`src/hdl/mrpt_pkg.sv`:
```
// Package for the 64-bit Miller-Rabin primality tester.
// Holds the small-prime table and widths; no dependencies.
`default_nettype none
package mrpt_pkg;
  localparam int unsigned WordW = 64;
  localparam int unsigned NumPrimes = 12;
  localparam int unsigned PrimeIdxW = 4;
  typedef logic [WordW-1:0] word_t;
  typedef logic [PrimeIdxW-1:0] pidx_t;

  function automatic logic [5:0] small_prime(input pidx_t idx);
    logic [5:0] p;
    case (idx)
      4'd0: p = 6'd2;
      4'd1: p = 6'd3;
      4'd2: p = 6'd5;
      4'd3: p = 6'd7;
      4'd4: p = 6'd11;
      4'd5: p = 6'd13;
      4'd6: p = 6'd17;
      4'd7: p = 6'd19;
      4'd8: p = 6'd23;
      4'd9: p = 6'd29;
      4'd10: p = 6'd31;
      4'd11: p = 6'd37;
      default: p = 6'd2;
    endcase
    return p;
  endfunction
endpackage
`default_nettype wire

```
`src/hdl/mrpt_if.sv`:
```
// Valid/ready channel interfaces for the primality tester.
// Depends on mrpt_pkg.
`default_nettype none
interface mrpt_in_if (input wire logic clk);
  logic valid;
  logic ready;
  mrpt_pkg::word_t candidate;
  modport source (output valid, output candidate, input ready);
  modport sink (input valid, input candidate, output ready);
endinterface

interface mrpt_out_if (input wire logic clk);
  logic valid;
  logic ready;
  logic is_prime;
  modport source (output valid, output is_prime, input ready);
  modport sink (input valid, input is_prime, output ready);
endinterface
`default_nettype wire

```
`src/hdl/miller_rabin_prime_test_64.sv`:
```
// Top level of the 64-bit deterministic Miller-Rabin primality tester.
// Depends on mrpt_pkg and mrpt_if.
//
// One candidate at a time. Modular multiply steps (doubling, conditional
// add) run through one shared 65-bit add/compare unit; trial division uses
// its own small remainder compare. A trial division shifts in all 64
// candidate bits for each small prime, then checks the remainder. A modular
// multiply doubles once per multiplier bit and adds once per set bit. A
// prime near 2^64 needs about 96 multiplies per base over 12 bases. The
// result sits in an output register; the next candidate is taken once it
// transfers.
`default_nettype none
module miller_rabin_prime_test_64 (
  input wire logic clk,
  input wire logic rst_n,
  mrpt_in_if.sink in_ch,
  mrpt_out_if.source out_ch
);
  import mrpt_pkg::*;

  localparam logic [3:0] S_IDLE  = 4'd0;
  localparam logic [3:0] S_TDIV  = 4'd1;
  localparam logic [3:0] S_TCHK  = 4'd2;
  localparam logic [3:0] S_SPLIT = 4'd3;
  localparam logic [3:0] S_BASE  = 4'd4;
  localparam logic [3:0] S_PSTEP = 4'd5;
  localparam logic [3:0] S_MUL   = 4'd6;
  localparam logic [3:0] S_PCHK  = 4'd7;
  localparam logic [3:0] S_SQCHK = 4'd8;
  localparam logic [3:0] S_DONE  = 4'd9;

  // multiply purpose codes
  localparam logic [1:0] M_ACC = 2'd0;
  localparam logic [1:0] M_BSQ = 2'd1;
  localparam logic [1:0] M_XSQ = 2'd2;

  logic [3:0] st_r, st_nxt;
  word_t n_r, n_nxt, d_r, d_nxt, ex_r, ex_nxt;
  word_t acc_r, acc_nxt, b_r, b_nxt;
  word_t ma_r, ma_nxt, mb_r, mb_nxt, mp_r, mp_nxt;
  logic [5:0] rem_r, rem_nxt;
  logic [5:0] bit_r, bit_nxt;
  logic [6:0] s_r, s_nxt, r_r, r_nxt;
  logic       addx_r, addx_nxt;
  logic [1:0] mk_r, mk_nxt;
  pidx_t      pi_r, pi_nxt;
  logic       res_r, res_nxt;

  // shared add/compare unit: (u + v) mod n for u, v < n
  word_t u_s, v_s, modsum;
  logic [WordW:0] sum_w;
  logic [6:0] rem2;
  logic [5:0] pr;
  word_t top;

  assign top = n_r - 64'd1;
  assign sum_w = {1'b0, u_s} + {1'b0, v_s};
  assign modsum = (sum_w >= {1'b0, n_r}) ? word_t'(sum_w - {1'b0, n_r}) : sum_w[WordW-1:0];
  assign pr = small_prime(pi_r);
  assign rem2 = {rem_r, n_r[bit_r]};

  always_comb begin
    u_s = mp_r;
    v_s = addx_r ? ma_r : mp_r;
  end

  assign in_ch.ready = (st_r == S_IDLE);
  assign out_ch.valid = (st_r == S_DONE);
  assign out_ch.is_prime = res_r;

  always_comb begin
    st_nxt = st_r; n_nxt = n_r; d_nxt = d_r; ex_nxt = ex_r;
    acc_nxt = acc_r; b_nxt = b_r; ma_nxt = ma_r; mb_nxt = mb_r; mp_nxt = mp_r;
    rem_nxt = rem_r; bit_nxt = bit_r; s_nxt = s_r; r_nxt = r_r;
    addx_nxt = addx_r; mk_nxt = mk_r; pi_nxt = pi_r; res_nxt = res_r;
    case (st_r)
      S_IDLE: begin
        if (in_ch.valid) begin
          n_nxt = in_ch.candidate;
          pi_nxt = '0; rem_nxt = '0; bit_nxt = 6'd63;
          if (in_ch.candidate < 64'd2) begin
            res_nxt = 1'b0; st_nxt = S_DONE;
          end else begin
            st_nxt = S_TDIV;
          end
        end
      end
      S_TDIV: begin
        // restoring remainder, one bit per cycle
        if (rem2 >= {1'b0, pr}) rem_nxt = 6'(rem2 - {1'b0, pr});
        else rem_nxt = rem2[5:0];
        bit_nxt = bit_r - 6'd1;
        if (bit_r == 6'd0) st_nxt = S_TCHK;
      end
      S_TCHK: begin
        if (n_r == {58'd0, pr}) begin
          res_nxt = 1'b1; st_nxt = S_DONE;
        end else if (rem_r == 6'd0) begin
          res_nxt = 1'b0; st_nxt = S_DONE;
        end else if (pi_r == pidx_t'(NumPrimes - 1)) begin
          d_nxt = n_r - 64'd1; s_nxt = '0; st_nxt = S_SPLIT;
        end else begin
          pi_nxt = pi_r + 4'd1; rem_nxt = '0; bit_nxt = 6'd63; st_nxt = S_TDIV;
        end
      end
      S_SPLIT: begin
        if (d_r[0]) begin
          pi_nxt = '0; st_nxt = S_BASE;
        end else begin
          d_nxt = d_r >> 1; s_nxt = s_r + 7'd1;
        end
      end
      S_BASE: begin
        acc_nxt = 64'd1; b_nxt = {58'd0, pr}; ex_nxt = d_r; st_nxt = S_PSTEP;
      end
      S_PSTEP: begin
        if (ex_r == '0) begin
          st_nxt = S_PCHK;
        end else if (ex_r[0]) begin
          ma_nxt = acc_r; mb_nxt = b_r; mk_nxt = M_ACC;
          mp_nxt = '0; bit_nxt = 6'd63; addx_nxt = 1'b0; st_nxt = S_MUL;
        end else begin
          ma_nxt = b_r; mb_nxt = b_r; mk_nxt = M_BSQ;
          mp_nxt = '0; bit_nxt = 6'd63; addx_nxt = 1'b0; st_nxt = S_MUL;
        end
      end
      S_MUL: begin
        // per bit: double, then add if the multiplier bit is set
        if (!addx_r) begin
          mp_nxt = modsum;
          if (mb_r[bit_r]) addx_nxt = 1'b1;
          else if (bit_r == 6'd0) st_nxt = S_IDLE; // replaced below
          else bit_nxt = bit_r - 6'd1;
        end else begin
          mp_nxt = modsum; addx_nxt = 1'b0;
          if (bit_r != 6'd0) bit_nxt = bit_r - 6'd1;
        end
        if ((addx_r || !mb_r[bit_r]) && bit_r == 6'd0) begin
          st_nxt = S_PSTEP;
          case (mk_r)
            M_ACC: begin
              acc_nxt = modsum;
              ma_nxt = b_r; mb_nxt = b_r; mk_nxt = M_BSQ;
              mp_nxt = '0; bit_nxt = 6'd63; addx_nxt = 1'b0; st_nxt = S_MUL;
            end
            M_BSQ: begin
              b_nxt = modsum; ex_nxt = ex_r >> 1;
            end
            M_XSQ: begin
              acc_nxt = modsum; st_nxt = S_SQCHK;
            end
            default: st_nxt = S_PSTEP;
          endcase
        end
      end
      S_PCHK: begin
        r_nxt = 7'd1;
        if (acc_r == 64'd1 || acc_r == top) st_nxt = S_SQCHK;
        else if (s_r <= 7'd1) begin
          res_nxt = 1'b0; st_nxt = S_DONE;
        end else begin
          ma_nxt = acc_r; mb_nxt = acc_r; mk_nxt = M_XSQ;
          mp_nxt = '0; bit_nxt = 6'd63; addx_nxt = 1'b0; st_nxt = S_MUL;
        end
        if (acc_r == 64'd1 || acc_r == top) begin
          r_nxt = s_r; // mark passed
          acc_nxt = top;
        end
      end
      S_SQCHK: begin
        if (acc_r == top) begin
          if (pi_r == pidx_t'(NumPrimes - 1)) begin
            res_nxt = 1'b1; st_nxt = S_DONE;
          end else begin
            pi_nxt = pi_r + 4'd1; st_nxt = S_BASE;
          end
        end else if (r_r + 7'd1 >= s_r) begin
          res_nxt = 1'b0; st_nxt = S_DONE;
        end else begin
          r_nxt = r_r + 7'd1;
          ma_nxt = acc_r; mb_nxt = acc_r; mk_nxt = M_XSQ;
          mp_nxt = '0; bit_nxt = 6'd63; addx_nxt = 1'b0; st_nxt = S_MUL;
        end
      end
      S_DONE: begin
        if (out_ch.ready) st_nxt = S_IDLE;
      end
      default: st_nxt = S_IDLE;
    endcase
  end

  always_ff @(posedge clk) begin
    if (!rst_n) begin
      st_r <= S_IDLE;
    end else begin
      st_r <= st_nxt;
    end
    n_r <= n_nxt; d_r <= d_nxt; ex_r <= ex_nxt; acc_r <= acc_nxt; b_r <= b_nxt;
    ma_r <= ma_nxt; mb_r <= mb_nxt; mp_r <= mp_nxt; rem_r <= rem_nxt;
    bit_r <= bit_nxt; s_r <= s_nxt; r_r <= r_nxt; addx_r <= addx_nxt;
    mk_r <= mk_nxt; pi_r <= pi_nxt; res_r <= res_nxt;
  end

  a_ready_idle: assert property (@(posedge clk) disable iff (!rst_n)
    in_ch.ready |-> !out_ch.valid) else $error("ready while result pending");
  a_hold: assert property (@(posedge clk) disable iff (!rst_n)
    out_ch.valid && !out_ch.ready |=> out_ch.valid && $stable(out_ch.is_prime))
    else $error("result dropped");
  a_accept: assert property (@(posedge clk) disable iff (!rst_n)
    in_ch.valid && in_ch.ready |=> !in_ch.ready) else $error("double accept");
endmodule
`default_nettype wire
```
`src/flat_wrapper.sv`:
```
// flat-port wrapper written by rule: the top's interface ports become plain ports
module miller_rabin_prime_test_64_flat import mrpt_pkg::*;
  (clk, rst_n, in_ch_valid, in_ch_candidate, in_ch_ready, out_ch_valid, out_ch_is_prime, out_ch_ready);
  mrpt_in_if in_ch_i (.clk(clk));
  mrpt_out_if out_ch_i (.clk(clk));
  input wire logic clk;
  input wire logic rst_n;
  input wire logic [$bits(in_ch_i.valid)-1:0] in_ch_valid;
  input wire logic [$bits(in_ch_i.candidate)-1:0] in_ch_candidate;
  output wire logic [$bits(in_ch_i.ready)-1:0] in_ch_ready;
  output wire logic [$bits(out_ch_i.valid)-1:0] out_ch_valid;
  output wire logic [$bits(out_ch_i.is_prime)-1:0] out_ch_is_prime;
  input wire logic [$bits(out_ch_i.ready)-1:0] out_ch_ready;
  assign in_ch_i.valid = in_ch_valid;
  assign in_ch_i.candidate = in_ch_candidate;
  assign in_ch_ready = in_ch_i.ready;
  assign out_ch_valid = out_ch_i.valid;
  assign out_ch_is_prime = out_ch_i.is_prime;
  assign out_ch_i.ready = out_ch_ready;
  miller_rabin_prime_test_64 u_core (.clk(clk), .rst_n(rst_n), .in_ch(in_ch_i), .out_ch(out_ch_i));
endmodule
```
`config.mk`:
```
export PLATFORM = sky130hd
export DESIGN_NAME = miller_rabin_prime_test_64_flat
export DESIGN_NICKNAME = d
export VERILOG_FILES = /design/src/hdl/mrpt_pkg.sv /design/src/hdl/mrpt_if.sv /design/src/hdl/miller_rabin_prime_test_64.sv /design/src/flat_wrapper.sv
export SDC_FILE = /design/constraint.sdc
export NUM_CORES = 1
export LEC_CHECK = 0
export BUFFER_PORTS_ARGS = -buffer_cell sky130_fd_sc_hd__buf_2
export CELL_PAD_IN_SITES_DETAIL_PLACEMENT = 1
export CELL_PAD_IN_SITES_GLOBAL_PLACEMENT = 1
export CORE_UTILIZATION = 31
export DETAILED_ROUTE_END_ITERATION = 6
export PLACE_DENSITY_LB_ADDON = 0.1
export SYNTH_ARGS = -nofsm -noshare
export SYNTH_HDL_FRONTEND = slang
export SYNTH_SLANG_ARGS = --single-unit
```
`constraint.sdc`:
```
create_clock -name clk -period 32.8 [get_ports clk]
set_input_delay 1.64 -clock clk [delete_from_list [all_inputs] [get_ports clk]]
set_output_delay 1.64 -clock clk [all_outputs]
set_load 0.02 [all_outputs]
```
Yosys cells after proc, flatten, opt, wreduce, memory -nomap -nowiden
Memories as Yosys holds them, arrays and structs flattened. A register that Yosys moved wholly into a read port is not among the register bits.
Cells that the tools add are included.

operators by class
  muxes and demuxes = 128
  add/subtract/negate cells = 8
  $lt $le $gt $ge = 6
  reductions and logical operators = 33
  equal/unequal tests = 43

operators with widths
  operator                                                                       count
  64-bit 2-to-1 mux                                                              29
  64-bit one-hot mux with 4 select lines                                         3
  64-bit one-hot mux with 2 select lines                                         3
  64-bit one-hot mux with 3 select lines                                         1
  6-bit 2-to-1 mux                                                               20
  4-bit 2-to-1 mux                                                               23
  64-bit by 64-bit adder with 65-bit output                                      1
  65-bit by 64-bit >= comparator with 1-bit output                               1
  64-bit by 1-bit == test with 1-bit output, second input constant               1
  64-bit by 6-bit == test with 1-bit output                                      1
  64-bit == test                                                                 1
  64-bit logical NOT                                                             1
  64-bit by 2-bit less-than comparator with 1-bit output, second input constant  1
  64-bit by 1-bit subtractor with 64-bit output, second input constant           1
  64-bit subtractor                                                              1
  7-bit 2-to-1 mux                                                               7
  6-bit one-hot mux with 7 select lines                                          1
  4-bit one-hot mux with 10 select lines                                         1
  7-bit one-hot mux with 2 select lines                                          2
  2-bit inequality test, second input constant                                   12
  1-bit 2-to-1 mux                                                               22
  2-bit by 1-bit inequality test with 1-bit output, second input constant        10
  6-bit one-hot mux with 3 select lines                                          1
  4-bit by 3-bit == test with 1-bit output, second input constant                4
  other kinds (41)                                                               70

storage, ports and cells
  ROM bits = 96
  memories = 1
  bits of input ports = 68
  logic and storage cells = 237
  register bits = 550
  output and inout bits = 3

memories
  memory            depth  bits a word  rd ports  clocked after memory_dff  wr ports  line            RTL
  (name not given)  16     6            1         1                         0         mrpt_pkg.sv:13  case (idx)

Depth between registers and ports, before layout
  depth after elaboration = 7
  mapped depth = 37
  gate-level depth less buffers = 32

Worst setup path after synthesis
No wires, ideal clock.

  path kind = reg2reg
  start = register u_core.bit_r[0]
  end = register u_core.ma_r[0] (enable)
  arrival time = 12,416 ps
  path slack = 19,605 ps
  required time = 32,021 ps
  stages on the path, launching flop included = 12
  period minus slack after synthesis = 13,195 ps
  path buffers = 3
  library setup time = 779 ps
  path through = edfxtp_1 clkbuf_1 clkbuf_1 mux4_2 mux4_2 mux2i_1 a211o_1 clkbuf_1 nand2_1 nor3_1 nor2_1 nor3_1

between the ends
  word-level cells in the longest chain between the ends = 7
  elaborated cells on any way between the ends = 8
  those cells by class = eq/ne (1); mux (2); reduce/logical (5)

ends and longest elaborated chain
  element                                                                line                               RTL
  start, declared                                                        miller_rabin_prime_test_64.sv:42   logic [5:0] bit_r, bit_nxt;
  start signal, assigned                                                 miller_rabin_prime_test_64.sv:200  bit_r <= bit_nxt; s_r <= s_nxt; r_r <= r_nxt; addx_r <= addx_nxt;
  1-bit binary-select mux with 6-bit select                              miller_rabin_prime_test_64.sv:138  if ((addx_r || !mb_r[bit_r]) && bit_r == 6'd0) begin
  1-bit 2-to-1 mux (implied by the code)                                 miller_rabin_prime_test_64.sv:138
  1-bit logical NOT                                                      miller_rabin_prime_test_64.sv:138
  1-bit logical OR                                                       miller_rabin_prime_test_64.sv:138
  1-bit logical AND (*)                                                  miller_rabin_prime_test_64.sv:138
  2-bit by 1-bit inequality test with 1-bit output (no source line) (*)  n/a
  8-bit AND reduction (no source line) (*)                               n/a
  end signal, assigned                                                   miller_rabin_prime_test_64.sv:199  ma_r <= ma_nxt; mb_r <= mb_nxt; mp_r <= mp_nxt; rem_r <= rem_nxt;
  end, declared                                                          miller_rabin_prime_test_64.sv:40   word_t ma_r, ma_nxt, mb_r, mb_nxt, mp_r, mp_nxt;

Mark *: on every way between the ends. The rest lies on a longest branch, timed or not. The select of a mux whose other input is x is not followed.
A chain may end at the register's enable or synchronous reset.

Worst setup path after layout
  start = register u_core.addx_r
  end = register u_core.acc_r[29] (data pin)

between the ends
  word-level cells in the longest chain between the ends = 7
  elaborated cells on any way between the ends = 8
  those cells by class = add/sub (2); order compare (1); mux (5)

ends and longest elaborated chain
  element                                                                                       line                               RTL
  start, declared                                                                               miller_rabin_prime_test_64.sv:44   logic addx_r, addx_nxt;
  start signal, assigned                                                                        miller_rabin_prime_test_64.sv:200
  64-bit 2-to-1 mux (*)                                                                         miller_rabin_prime_test_64.sv:64   v_s = addx_r ? ma_r : mp_r;
  64-bit by 64-bit adder with 65-bit output (*)                                                 miller_rabin_prime_test_64.sv:57   assign sum_w = {1'b0, u_s} + {1'b0, v_s};
  64-bit subtractor / 65-bit by 64-bit >= comparator with 1-bit output (equally long branches)  miller_rabin_prime_test_64.sv:58   assign modsum = (sum_w >= {1'b0, n_r}) ? word_t'(sum_w - {1'b0, n_r}) : sum_w[WordW-1:0];
  64-bit 2-to-1 mux (*)                                                                         miller_rabin_prime_test_64.sv:58
  64-bit 2-to-1 mux (*)                                                                         miller_rabin_prime_test_64.sv:140  case (mk_r)
  64-bit 2-to-1 mux (*)                                                                         miller_rabin_prime_test_64.sv:138
  64-bit one-hot mux with 3 select lines (*)                                                    miller_rabin_prime_test_64.sv:76   case (st_r)
  via u_core.acc_nxt[29]                                                                        miller_rabin_prime_test_64.sv:39   word_t acc_r, acc_nxt, b_r, b_nxt;
  end signal, assigned                                                                          miller_rabin_prime_test_64.sv:198  n_r <= n_nxt; d_r <= d_nxt; ex_r <= ex_nxt; acc_r <= acc_nxt; b_r <= b_nxt;
  end, declared                                                                                 miller_rabin_prime_test_64.sv:39

The timed path passes the listed nets; every way through them passes the cells marked *. The select of a mux whose other input is x is not followed.

==> metrics.cfg <==
[detailed_routing]
antenna_left=0
drcViolationCount=0
via_per_inst=5.726
wl_um=155300
wl_per_cell_um=29.97
dr.pass1.iters=7
vias=29680
drtIter0Drc=2323

[job]
cap_violations=0

[min_path]
hold_class=reg -> reg
min_path_cells=2
hold_end=u_core.ex_r[60]$_DFFE_PP_
worstHoldStart=u_core.ex_r[61]$_DFFE_PP_

[synth]
syn_avg_cell_area_um2=10.15
synth_edf_count=546
synth.most_common_cell=edfxtp_1
yosys.area_share.simple=0.1668
ys_seq_area_frac=0.4554
synth_nets=3813
synth_compound_area_frac=0.1319
syn_inst=3590
yosys.area_share.adder=0.05383
ys.flop_type=edfxtp_1
synth_mux_area_frac=0.09246
synth_top_family_by_area=simple AND/OR/NAND/NOR gates
synth_common_cells=edfxtp_1 (546), nand2_1 (442), o21ai_0 (246)
synth-seq-cells=556
synth_cell_types=92
synth_top_area_share=0.4499
synth-xor-area-share=0.06190
synth_top_cell_by_area=edfxtp_1
yosysWarningCount=0
synthArstFlopShare=0
synth_area_leaders=edfxtp_1 (45%), mux2_2 (6.3%), ha_1 (5.2%)
syn_area_um2=36440

[layout]
syn_to_final_growth_pct=11.91
nets=3821
fillers=12960
drive_gt1_frac=0.1447
ff_latch_area_um2=16600
multi_input_area_um2=18570

[power]
power.density_nw_per_um2=71.03
power.leakage_uw=0.01549
ir_drop_mv=0.03674

[sta]
worstMarginPinSlew_ps=1400
slew_headroom=0.05808
rsz0062_at_grt=false
period_share=0.3245
fin_setup_tns_ps=0
min_period_ps=10650
fmax_mhz=93.94
slew_violations=0
fin_hold_ws_ps=541.5
clock_skew_ps=31.26
final_hold_viol_count=0
setup-violations-final=0

[grt]
grt_overflow=0
grt_max_degree=131
grt_pass1_wl_um=222600
grt_use_total=0.2598
grt_pass1_vias=30650
antenna_found_initial=9

[die]
start_util=0.3132
placementRows=125
core_area_um2=116400
io_pins=71
chipHeight_um=344.9
dieArea_um2=118900
die_w_um=344.9

[cts]
hold_buffers=0
clkSlewWorstSetupHoldPaths_ps=60
post_cts_resized=0
h-tree-depth=3
postCtsSetupRepairBufs=0
insertion_delay_ps=660
cts_buffer_depth=3
cts_tree=yes
cts_root_buf=clkbuf_16
clkSinkCount=556
cts_buffers=75

[worst_setup_path]
cp.required_ps=33150
worstReg2RegStart=u_core.addx_r$_SDFFCE_PN0P_
crit_fanout=64
r2r_slack_ps=22150
cp-end-kind=register
crit_type=reg -> reg
critical_path.most_common_cell=buf_4
crit_arrival_ps=11000
slowest_stage=nor3_2
regToRegEndpoint=u_core.acc_r[29]$_DFFE_PP_
critPathMaxStageDelay_ps=760
cp_top_family=compound AO/OA/AOI/OAI gates
critPathBufInv=4
cp-start-kind=register
r2r_cells=35

[placement]
portBuffers=70
hpwl_um=116300
gp_congestion=0.9251

[outcome]
status=completed

-- power by group --
| group | total, uW | internal, uW | leakage, uW | switching [uW] |
|---|---|---|---|---|
| clock network | 800 | 460 | 0.00112 | 340 |
| logic | 1060 | 356 | 0.00898 | 701 |
| registers | 1040 | 900 | 0.00539 | 140 |
-- layout by cell type (no fill, tap or decap), types with 11 or more instances in the layout --
| cell type | netlist | routed |
|---|---|---|
| a21oi_1 | 209 | 208 |
| nand4_1 | 61 | 61 |
| nor2b_1 | 29 | 29 |
| ha_1 | 152 | 152 |
| o22ai_1 | 16 | 16 |
| clkinv_1 | 1 | 16 |
| o21ai_0 | 246 | 246 |
| edfxtp_1 | 546 | 546 |
| inv_1 | 172 | 172 |
| mux2i_1 | 16 | 16 |
| mux4_2 | 41 | 41 |
| buf_4 | 0 | 49 |
| nand2b_1 | 27 | 27 |
| o21bai_1 | 32 | 32 |
| buf_2 | 7 | 70 |
| or3_1 | 19 | 19 |
| a211oi_1 | 15 | 15 |
| clkbuf_1 | 167 | 16 |
| and3_1 | 22 | 21 |
| nor2_1 | 244 | 241 |
| nand2_1 | 442 | 439 |
| nand3b_1 | 65 | 65 |
| o21a_1 | 15 | 15 |
| xor2_1 | 89 | 89 |
| o31ai_1 | 19 | 19 |
| o211ai_1 | 13 | 13 |
| and2_1 | 15 | 15 |
| a31oi_1 | 20 | 20 |
| nor3_1 | 70 | 66 |
| nor4_1 | 89 | 89 |
| or4_1 | 11 | 11 |
| a21o_1 | 72 | 72 |
| mux2_2 | 203 | 203 |
| nand3_1 | 77 | 77 |
| clkbuf_16 | 0 | 76 |
| xnor2_1 | 166 | 166 |
-- layout make-up --
class | instances | share of cell area
diodes | 2 | 0.0001227
clock buffers | 93 | 0.04844
clock inverters | 43 | 0.008498
inverters | 173 | 0.01592
multi-input cells | 2672 | 0.4553
flip-flops and latches | 556 | 0.4069
well taps | 1524 | 0.04675
repair buffers | 120 | 0.01810
-- registers in the layout (all words and copies together), names as in the netlist --
register / cells
u_core.acc_r: 64
u_core.addx_r: 1
u_core.b_r: 64
u_core.bit_r: 6
u_core.d_r: 64
u_core.ex_r: 64
u_core.ma_r: 64
u_core.mb_r: 64
u_core.mk_r: 2
u_core.mp_r: 64
u_core.n_r: 64
u_core.out_ch.is_prime: 1
u_core.pi_r: 4
u_core.pr: 6
u_core.r_r: 7
u_core.rem_r: 6
u_core.s_r: 7
u_core.st_r: 4
-- layer usage --
metal	vias to the layer above	global-route usage	part of all wire
met5	-	0	0.00015
met4	4	0.08040	0.032
met3	212	0.03425	0.046
met2	788	0.4274	0.47
met1	15340	0.3531	0.45
li1	13330	-	-
-- stage by stage --
stage / worst slack, ps / std cells / instance area (um^2) / utilization / power, uW
after CTS: 22050 / 5181 / 40780 / 0.3505 / 2913
after global placement: 22230 / 5045 / 38460 / 0.3305 / 2083
after global routing: 21360 / 5181 / 40780 / 0.3505 / 3025
after detailed placement: 22070 / 5045 / 38460 / 0.3305 / 2098
final: 22150 / 5183 / 40790 / 0.3505 / 2897
after floorplan: 19600 / 3590 / 36440 / - / 1672
-- cells by family after synthesis --
group	after synthesis
fa+ha+maj	155
flops	556
simple gates	1226
buf+inv	362
xor+xnor	256
compound gates	775
mux	260
-- worst max-delay path by stage --
stage                                      startpoint                         end  slack (ps)  depth (start not counted)
after global routing      u_core.addx_r$_SDFFCE_PN0P_  u_core.acc_r[29]$_DFFE_PP_       21360                         35
after CTS                 u_core.addx_r$_SDFFCE_PN0P_  u_core.acc_r[43]$_DFFE_PP_       22050                         35
after floorplan             u_core.bit_r[0]$_DFFE_PP_    u_core.ma_r[0]$_DFFE_PP_       19600                         11
after detailed placement  u_core.addx_r$_SDFFCE_PN0P_  u_core.acc_r[43]$_DFFE_PP_       22070                         35
final                     u_core.addx_r$_SDFFCE_PN0P_  u_core.acc_r[29]$_DFFE_PP_       22150                         35
after global placement    u_core.addx_r$_SDFFCE_PN0P_  u_core.acc_r[31]$_DFFE_PP_       22230                         35
-- worst reg2reg max path: cells and delay by family (launching register included) --
family | cells | cell delay (ps)
DFF | 1 | 340
buffers and inverters | 4 | 2000
and+or+nand+nor | 4 | 1120
adders and majority gates | 3 | 1000
muxes | 2 | 910
AOI/OAI and AO/OA | 21 | 4780
xor gates and xnor gates | 1 | 170
Note: power is estimated with default switching activity, not from simulation.
